==> config.mk <==
export PLATFORM = sky130hd
export DESIGN_NAME = keyed_duty_ramp_controller
export DESIGN_NICKNAME = d
export VERILOG_FILES = /design/src/sv/kdr_pkg.sv /design/src/sv/kdr_debounce.sv /design/src/sv/keyed_duty_ramp_controller.sv
export SDC_FILE = /design/constraint.sdc
export NUM_CORES = 1
export LEC_CHECK = 0
export BUFFER_PORTS_ARGS = -buffer_cell sky130_fd_sc_hd__clkbuf_2
export CAP_MARGIN = 20
export CELL_PAD_IN_SITES_DETAIL_PLACEMENT = 0
export CELL_PAD_IN_SITES_GLOBAL_PLACEMENT = 1
export CORE_MARGIN = 1.5
export CORE_UTILIZATION = 49
export DETAILED_ROUTE_END_ITERATION = 6
export GPL_ROUTABILITY_DRIVEN = 0
export PLACE_DENSITY_LB_ADDON = 0.1
export SETUP_SLACK_MARGIN = 0.3
export SYNTH_ARGS = -nofsm -noshare
export SYNTH_HDL_FRONTEND = slang
export SYNTH_SLANG_ARGS = --single-unit
==> constraint.sdc <==
create_clock -name clk -period 8.3 [get_ports clk]
set_clock_uncertainty 0.2 [all_clocks]
set_input_delay 0.415 -clock clk [delete_from_list [all_inputs] [get_ports clk]]
set_output_delay 0.415 -clock clk [all_outputs]
set_load 0.01 [all_outputs]
==> src/sv/kdr_pkg.sv <==
// Package for the keyed duty ramp controller: field widths, key vector type,
// register indexes, reset defaults and the preset duty table.
// No dependencies.
package kdr_pkg;

  localparam int DUTY_W = 14;
  localparam int STEP_W = 10;
  localparam int CNT_W  = 4;
  localparam int NUM_PRESETS = 5;
  localparam int NUM_KEYS = 7;
  localparam int CFG_IDX_W = 3;
  localparam int CFG_DATA_W = 14;

  // One bit per key, increase in bit 0, preset e in bit 6.
  typedef struct packed {
    logic [NUM_PRESETS-1:0] preset;
    logic                   dec;
    logic                   inc;
  } kdr_keys_t;

  typedef enum logic [CFG_IDX_W-1:0] {
    REG_START_DUTY   = 3'd0,
    REG_MAX_DUTY     = 3'd1,
    REG_STEP_DUTY    = 3'd2,
    REG_RAMP_STEP    = 3'd3,
    REG_SETTLE_TICKS = 3'd4
  } kdr_reg_t;

  localparam logic [DUTY_W-1:0] START_DUTY_RST   = 14'd500;
  localparam logic [DUTY_W-1:0] MAX_DUTY_RST     = 14'd1100;
  localparam logic [STEP_W-1:0] STEP_DUTY_RST    = 10'd10;
  localparam logic [STEP_W-1:0] RAMP_STEP_RST    = 10'd1;
  localparam logic [CNT_W-1:0]  SETTLE_TICKS_RST = 4'd2;

  localparam logic [DUTY_W-1:0] PRESET_DUTY [NUM_PRESETS] = '{
    14'd500, 14'd600, 14'd700, 14'd800, 14'd900
  };

endpackage

==> src/sv/kdr_debounce.sv <==
// Debounce for all seven keys: per-key raw level, settle counter and settled
// level, producing one-tick press edges. Depends on kdr_pkg.
module kdr_debounce (
  input  logic                     clk,
  input  logic                     rst_n,
  input  logic                     sample_en,
  input  kdr_pkg::kdr_keys_t       levels,
  input  logic [kdr_pkg::CNT_W-1:0] settle_ticks,
  output kdr_pkg::kdr_keys_t       edges
);

  logic [kdr_pkg::NUM_KEYS-1:0] raw_r, raw_nxt;
  logic [kdr_pkg::NUM_KEYS-1:0] stable_r, stable_nxt;
  logic [kdr_pkg::CNT_W-1:0]    cnt_r   [kdr_pkg::NUM_KEYS];
  logic [kdr_pkg::CNT_W-1:0]    cnt_nxt [kdr_pkg::NUM_KEYS];
  logic [kdr_pkg::NUM_KEYS-1:0] lvl;
  logic [kdr_pkg::NUM_KEYS-1:0] edge_vec;

  assign lvl = levels;

  always_comb begin
    for (int k = 0; k < kdr_pkg::NUM_KEYS; k++) begin
      raw_nxt[k]    = raw_r[k];
      cnt_nxt[k]    = cnt_r[k];
      stable_nxt[k] = stable_r[k];
      edge_vec[k]   = 1'b0;
      // restart the count on a new level, otherwise count up to the limit
      if (lvl[k] != raw_r[k]) begin
        raw_nxt[k] = lvl[k];
        cnt_nxt[k] = '0;
      end else if (cnt_r[k] < settle_ticks) begin
        cnt_nxt[k] = cnt_r[k] + 1'b1;
      end
      if (cnt_nxt[k] >= settle_ticks && stable_r[k] != raw_nxt[k]) begin
        stable_nxt[k] = raw_nxt[k];
        edge_vec[k]   = raw_nxt[k];
      end
    end
  end

  assign edges = kdr_pkg::kdr_keys_t'(edge_vec);

  always_ff @(posedge clk) begin
    if (!rst_n) begin
      raw_r    <= '0;
      stable_r <= '0;
      for (int k = 0; k < kdr_pkg::NUM_KEYS; k++) begin
        cnt_r[k] <= '0;
      end
    end else if (sample_en) begin
      raw_r    <= raw_nxt;
      stable_r <= stable_nxt;
      for (int k = 0; k < kdr_pkg::NUM_KEYS; k++) begin
        cnt_r[k] <= cnt_nxt[k];
      end
    end
  end

  a_stable_holds: assert property (@(posedge clk) disable iff (!rst_n)
    !sample_en |=> $stable(stable_r) && $stable(raw_r))
    else $error("key state moved without a sample");

  a_cnt_bounded: assert property (@(posedge clk) disable iff (!rst_n)
    sample_en && lvl == raw_r && cnt_r[0] < settle_ticks
    |=> cnt_r[0] == $past(cnt_r[0]) + 1'b1)
    else $error("settle counter of increase key did not advance");

endmodule

==> src/sv/keyed_duty_ramp_controller.sv <==
// Top level of the keyed duty ramp controller: request handshakes, config
// registers, target and ramp logic. Depends on kdr_pkg and kdr_debounce.
//
// Each input request is one control tick carrying the raw levels of seven
// keys (increase, decrease, presets a..e). The block debounces every key,
// turns settled rises into press edges, updates the target duty from them
// and moves the current duty one ramp step toward the target; every tick
// returns one result with both duties and two status flags. The block takes
// one request per clock cycle while its results are taken; the keys of a
// request are debounced into an edge register when it is accepted, and then
// target and current duty are updated from it into the output register. A
// request is still accepted while a finished result waits, as long as the
// edge register is free. Write the configuration registers only while no
// tick is in flight; registers reset to start 500, max 1100, step 10,
// ramp step 1 and 2 settle samples.
module keyed_duty_ramp_controller (
  input  logic        clk,
  input  logic        rst_n,
  // input ticks
  input  logic        in_tvalid,
  output logic        in_tready,
  input  logic [7:0]  in_tdata,   // [0] key_increase, [1] key_decrease,
                                  // [2..6] key_preset_a..e, [7] unused
  // results
  output logic        out_tvalid,
  input  logic        out_tready,
  output logic [31:0] out_tdata,  // [13:0] current_duty, [27:14] target_duty,
                                  // [28] duty_moved, [29] ramping, [31:30] zero
  // configuration writes
  input  logic        cfg_valid,
  output logic        cfg_ready,
  input  logic [kdr_pkg::CFG_IDX_W-1:0]  cfg_index,
  input  logic [kdr_pkg::CFG_DATA_W-1:0] cfg_data
);

  localparam int DW = kdr_pkg::DUTY_W;

  // configuration registers
  logic [DW-1:0]               start_duty_r, max_duty_r;
  logic [kdr_pkg::STEP_W-1:0]  step_duty_r, ramp_step_r;
  logic [kdr_pkg::CNT_W-1:0]   settle_ticks_r;

  // pipeline control
  logic               in_acc;
  logic               adv;         // output slot can take a new result
  logic               s1_valid_r;
  kdr_pkg::kdr_keys_t s1_edges_r;
  kdr_pkg::kdr_keys_t edges;
  kdr_pkg::kdr_keys_t levels;
  logic               tick;        // edge register moves into the output

  // duty state
  logic [DW-1:0] target_r, target_nxt;
  logic [DW-1:0] current_r, current_nxt;
  logic          out_valid_r;
  logic [DW-1:0] out_cur_r, out_tgt_r;
  logic          out_changed_r, out_ramping_r;

  // target arithmetic
  logic [kdr_pkg::NUM_PRESETS-1:0] pre;
  logic          one_preset;
  logic [DW-1:0] preset_val;
  logic [DW:0]   tgt_inc_sum;
  logic [DW-1:0] tgt_inc_val;
  logic [DW-1:0] tgt_dec_val;

  // ramp arithmetic
  logic [DW:0]   cur_up_sum;
  logic [DW-1:0] cur_up_val;
  logic [DW-1:0] cur_dn_diff;
  logic [DW-1:0] cur_dn_val;

  assign cfg_ready = 1'b1;

  always_ff @(posedge clk) begin
    if (!rst_n) begin
      start_duty_r   <= kdr_pkg::START_DUTY_RST;
      max_duty_r     <= kdr_pkg::MAX_DUTY_RST;
      step_duty_r    <= kdr_pkg::STEP_DUTY_RST;
      ramp_step_r    <= kdr_pkg::RAMP_STEP_RST;
      settle_ticks_r <= kdr_pkg::SETTLE_TICKS_RST;
    end else if (cfg_valid) begin
      // drop writes to indexes outside the register list
      unique case (cfg_index)
        kdr_pkg::REG_START_DUTY:   start_duty_r   <= cfg_data;
        kdr_pkg::REG_MAX_DUTY:     max_duty_r     <= cfg_data;
        kdr_pkg::REG_STEP_DUTY:    step_duty_r    <= cfg_data[kdr_pkg::STEP_W-1:0];
        kdr_pkg::REG_RAMP_STEP:    ramp_step_r    <= cfg_data[kdr_pkg::STEP_W-1:0];
        kdr_pkg::REG_SETTLE_TICKS: settle_ticks_r <= cfg_data[kdr_pkg::CNT_W-1:0];
        default: ;
      endcase
    end
  end

  // Handshake: the output slot frees when empty or taken; the edge register
  // takes a new request when it is empty or drains into the output.
  assign adv       = !out_valid_r || out_tready;
  assign in_tready = adv || !s1_valid_r;
  assign in_acc    = in_tvalid && in_tready;
  assign tick      = adv && s1_valid_r;

  assign levels = kdr_pkg::kdr_keys_t'(in_tdata[kdr_pkg::NUM_KEYS-1:0]);

  kdr_debounce u_debounce (
    .clk          (clk),
    .rst_n        (rst_n),
    .sample_en    (in_acc),
    .levels       (levels),
    .settle_ticks (settle_ticks_r),
    .edges        (edges)
  );

  always_ff @(posedge clk) begin
    if (!rst_n) begin
      s1_valid_r <= 1'b0;
    end else if (in_tready) begin
      s1_valid_r <= in_tvalid;
    end
  end

  always_ff @(posedge clk) begin
    if (in_acc) begin
      s1_edges_r <= edges;
    end
  end

  // Target update from this tick's press edges.
  assign pre        = s1_edges_r.preset;
  assign one_preset = (pre != '0) && ((pre & (pre - 1'b1)) == '0);

  always_comb begin
    preset_val = kdr_pkg::PRESET_DUTY[0];
    for (int i = kdr_pkg::NUM_PRESETS - 1; i >= 0; i--) begin
      if (pre[i]) begin
        preset_val = kdr_pkg::PRESET_DUTY[i];
      end
    end
  end

  assign tgt_inc_sum = {1'b0, target_r} + {{(DW + 1 - kdr_pkg::STEP_W){1'b0}}, step_duty_r};
  assign tgt_inc_val = (tgt_inc_sum > {1'b0, max_duty_r}) ? max_duty_r : tgt_inc_sum[DW-1:0];
  assign tgt_dec_val = (target_r > {{(DW - kdr_pkg::STEP_W){1'b0}}, step_duty_r})
                     ? target_r - {{(DW - kdr_pkg::STEP_W){1'b0}}, step_duty_r}
                     : '0;

  always_comb begin
    target_nxt = target_r;
    priority if (one_preset) begin
      target_nxt = preset_val;
    end else if (pre != '0) begin
      // hold: several presets at once are ignored
      target_nxt = target_r;
    end else if (s1_edges_r.inc && !s1_edges_r.dec) begin
      if (target_r == '0) begin
        target_nxt = start_duty_r;
      end else if (target_r < max_duty_r) begin
        target_nxt = tgt_inc_val;
      end
    end else if (s1_edges_r.dec && !s1_edges_r.inc) begin
      target_nxt = (target_r > start_duty_r) ? tgt_dec_val : '0;
    end else begin
      target_nxt = target_r;
    end
  end

  // Ramp current duty toward the new target.
  assign cur_up_sum  = {1'b0, current_r} + {{(DW + 1 - kdr_pkg::STEP_W){1'b0}}, ramp_step_r};
  assign cur_up_val  = (cur_up_sum > {1'b0, target_nxt}) ? target_nxt : cur_up_sum[DW-1:0];
  assign cur_dn_diff = (current_r > {{(DW - kdr_pkg::STEP_W){1'b0}}, ramp_step_r})
                     ? current_r - {{(DW - kdr_pkg::STEP_W){1'b0}}, ramp_step_r}
                     : '0;
  assign cur_dn_val  = (cur_dn_diff < target_nxt) ? target_nxt : cur_dn_diff;

  always_comb begin
    priority if (current_r == '0 && target_nxt >= start_duty_r) begin
      current_nxt = start_duty_r;
    end else if (current_r < target_nxt) begin
      current_nxt = cur_up_val;
    end else if (current_r > target_nxt) begin
      if (target_nxt == '0 && current_r <= start_duty_r) begin
        current_nxt = '0;
      end else begin
        current_nxt = cur_dn_val;
      end
    end else begin
      current_nxt = current_r;
    end
  end

  always_ff @(posedge clk) begin
    if (!rst_n) begin
      target_r    <= '0;
      current_r   <= '0;
      out_valid_r <= 1'b0;
    end else begin
      if (tick) begin
        target_r  <= target_nxt;
        current_r <= current_nxt;
      end
      if (adv) begin
        out_valid_r <= s1_valid_r;
      end
    end
  end

  always_ff @(posedge clk) begin
    if (tick) begin
      out_cur_r     <= current_nxt;
      out_tgt_r     <= target_nxt;
      out_changed_r <= (current_nxt != current_r);
      out_ramping_r <= (current_nxt != target_nxt);
    end
  end

  assign out_tvalid = out_valid_r;
  assign out_tdata  = {2'b00, out_ramping_r, out_changed_r, out_tgt_r, out_cur_r};

  a_duty_holds: assert property (@(posedge clk) disable iff (!rst_n)
    !tick |=> $stable(current_r) && $stable(target_r))
    else $error("duty state moved without a tick");

  a_s1_kept: assert property (@(posedge clk) disable iff (!rst_n)
    s1_valid_r && !adv |=> s1_valid_r && $stable(s1_edges_r))
    else $error("pending edges lost while output stalled");

  a_result_matches_state: assert property (@(posedge clk) disable iff (!rst_n)
    tick |=> out_cur_r == current_r && out_tgt_r == target_r)
    else $error("result register out of step with duty state");

  a_ready_after_reset: assert property (@(posedge clk)
    !rst_n |=> in_tready)
    else $error("input not ready after reset");

endmodule
==> summary.txt <==
Power
  • Net Sw Frac: 0.516
  • Tot Pwr: 0.00944 W
  • Logic pwr share: 0.797
  • Net Sw Power: ~0.0049 W
  • P_int: 0.00457 W
  • Worst vdd ir: roughly 0.00041 V
  • Sequential power share: 0.114
  • Pwr per Cell Area: just under 500 nW/um^2
  • Clk pwr share: 0.090
  • Leakage: 8.36 nW

GRT
  • Initial antenna violation count: 0
  • All-Layer GR Usage: 0.370
  • Largest net degree at the start of global routing: 61
  • Vias in the first global route: 15.6k
  • Global-route wire length before repair: approximately 94 mm
  • Global route overflow: 0

Run
  • MaxCap Viol Count: 0

Synthesis
  • Cells after Synth: about 2.0k
  • Synth Flop Type: dfxtp_1
  • Synth Cell Area: 16200 sq um
  • Post-synth top area share: 0.167
  • Synthesized flop and latch total: 161
  • Total of warnings raised by yosys: 0
  • Area leader, netlist: ha_1
  • Mean Syn Cell Area: 8.19 sq um
  • Top cells by area, synth: ha_1 17%, edfxtp_1 12%, dfxtp_1 12%
  • Top-count cell post-synth: ha_1
  • Post-synthesis sequential area ratio: 0.239
  • Top cells by count, synth: 216 x ha_1, 197 x nand2_1, 172 x nor2_1
  • Async SR Flop Fraction: 0
  • Number of synthesized flops with an enable pin: 65
  • Synth cell types: 129

Drt
  • Starting DRT DRC Count: ~2.0k
  • Vias: 16.7k
  • Metal-1 WL: approximately 26 mm
  • Total routed wirelength: 63.7 mm
  • Met3 routed WL: 7.42 mm
  • 1st-pass router iterations: 6
  • Highest metal used: met4
  • WL per Instance: roughly 25 microns
  • Met2 routed WL: 26.7 mm
  • Vias per std cell: 6.45
  • DR DRC count: 0
  • Antenna viol nets, final: 0

Clock tree
  • Total CTS buffers: 17
  • Clk Tree Root Cell: clkbuf_16
  • Htree depth: 4
  • CTS Sinks: 161
  • Clock slew at reported path FFs: approximately 90 ps
  • TritonCTS clock tree: yes
  • Skew-Pair Late Insertion Delay: around 470 ps
  • Clock buffer depth: 2

Timing
  • Final slew viol count: 0
  • Tmin final: 7930 ps
  • Period utilization: 0.955
  • Final setup viols: 0
  • RSZ-0062 raised after global routing: no
  • Max-slew headroom: 0.235
  • Worst-Margin Slew: 1140 ps
  • Fmax: 126 MHz
  • Setup TNS: 0 ps
  • Final hold viol count: 0

Worst setup path
  • Crit-path leading delay family: compound AO/OA/AOI/OAI gates
  • CP max stage delay: 560 ps
  • CP endpoint kind: flip-flop
  • Setup CP Type: flip-flop to flip-flop
  • CP Launch Type: flip-flop
  • Critical path peak fanout: 9
  • Slowest cell on the critical path: or4_4
  • WP data arrival: 7930 ps
  • Most common cell on crit path: buf_4
  • Crit path buf inv count: 6
  • Critical path data required time: 8300 ps

Floorplanning
  • Core area: 32500 sq um
  • Die Ht: 185 microns
  • Rows: 66
  • Initial Util: 0.498
  • Die Wd: 185 microns
  • Die area: between 30000 and 40000 sq um
  • Io pins: 65

Finish
  • Share of cells above drive strength 1: 0.208
  • NumNets Final: 2391
  • # diodes: 0
  • Fillers: 3007
  • Area Growth Syn to Fin: 19.3%

Run status
  • Outcome: completed

Placed design
  • Hpwl dp: 47.2 mm
  • Port bufs: 60

Min path
  • Hold crit path type: input pin to flip-flop
per-layer routing:
| layer | global-route usage | vias up |
|---|---|---|
| li1 | - | 7609 |
| met1 | 0.486 | 7901 |
| met2 | 0.546 | 1002 |
| met3 | 0.114 | 231 |
| met4 | 0.187 | 0 |
| met5 | 0 | - |
what timing repair did:
item / in CTS / in global routing
endpoints found under the hold margin: 7 / 0
gates resized for setup: 27 / 139
endpoints found under the setup margin: 2 / 12
setup buffers: 4 / 31
hold buffers: 5 / 0
pin swaps: 13 / 56
cell families (layout without fill, tap and decap cells):
kind of cell             count (synthesis)  count (layout)  synth area share
multiplexers                            46              46            0.0300
other                                    2               3          0.000463
adder cells (fa/ha/maj)                223             223             0.174
buffers and inverters                  221             395            0.0583
XOR/XNOR                                87              87            0.0482
AND/OR/NAND/NOR                        678             678             0.206
flip-flops                             161             161             0.239
AO/OA/AOI/OAI                          561             561             0.245
sequential cells by signal (all words and copies together) (netlist names), 2 cells and up:
name	cells
pre	5
out_cur_r	14
ramp_step_r	10
out_tgt_r	14
u_debounce.cnt_r	28
u_debounce.stable_r	7
max_duty_r	14
step_duty_r	10
settle_ticks_r	4
current_r	14
start_duty_r	14
u_debounce.raw_r	7
s1_edges_r	2
target_r	14
stage by stage:
stage / cell area, sq um / hold slack, ps / worst slack, ps / std cells / util
global route: 19300 / 64.6 / 199 / 2596 / 0.594
CTS: 18500 / 29.7 / 302 / 2565 / 0.568
finish: 19300 / 49.6 / 375 / 2596 / 0.594
global placement: 17700 / 243 / 128 / 2524 / 0.543
floorplan: 16200 / 236 / 785 / 1980 / -
detailed placement: 17700 / 248 / -72.7 / 2524 / 0.543
final cells by class:
| class | instances | area [sq um] | share of cell area |
|---|---|---|---|
| multi-input combinational | 1598 | 12000 | 0.623 |
| inverter | 122 | 469 | 0.0243 |
| sequential | 161 | 3890 | 0.201 |
| timing repair buffer | 241 | 1770 | 0.0913 |
| clock inverter | 15 | 183 | 0.00945 |
| clock buffer | 17 | 425 | 0.0220 |
| tap | 442 | 553 | 0.0286 |
layout by cell type (no fill, tap or decap), types with 32 or more instances in the layout:
master / n
nor2_1: 168
a211oi_1: 41
nand2b_1: 32
clkbuf_2: 60
and3_1: 35
dfxtp_1: 85
nor3_1: 42
inv_1: 105
buf_4: 159
nor2b_1: 39
a21o_1: 44
a21oi_1: 152
nand4_1: 34
nand2_1: 195
edfxtp_1: 65
o21ai_0: 66
ha_1: 201
xnor2_1: 54
power groups by stage:
stage | clock, W | sequential (W) | combinational, W
2_1_floorplan | 0 | 0.00111 | 0.00411
3_3_place_gp | 0 | 0.00108 | 0.00647
3_5_place_dp | 0 | 0.00109 | 0.00654
4_1_cts | 0.000857 | 0.00107 | 0.00669
5_1_grt | 0.000884 | 0.00108 | 0.00789
6_report | 0.000845 | 0.00107 | 0.00752
worst register-to-register path, delay by kind of cell (launching register included):
family | cells | cell delay [ps]
AND/OR/NAND/NOR | 11 | 2560
flip-flops | 1 | 340
multiplexers | 1 | 190
AO/OA/AOI/OAI | 14 | 2630
adder cells (fa/ha/maj) | 3 | 840
buffers and inverters | 6 | 890
worst paths after layout:
kind                                      from             to  slack [ps]  depth (start not counted)
worst min register to register   max_duty_r[7]  max_duty_r[7]         260                          2
worst max register to register  step_duty_r[6]  out_changed_r         370                         35
worst max-delay path            step_duty_r[6]  out_changed_r         370                         35
worst min-delay path                out_tready     out_tvalid          50                          4
Power figures use the tool's default switching activity.
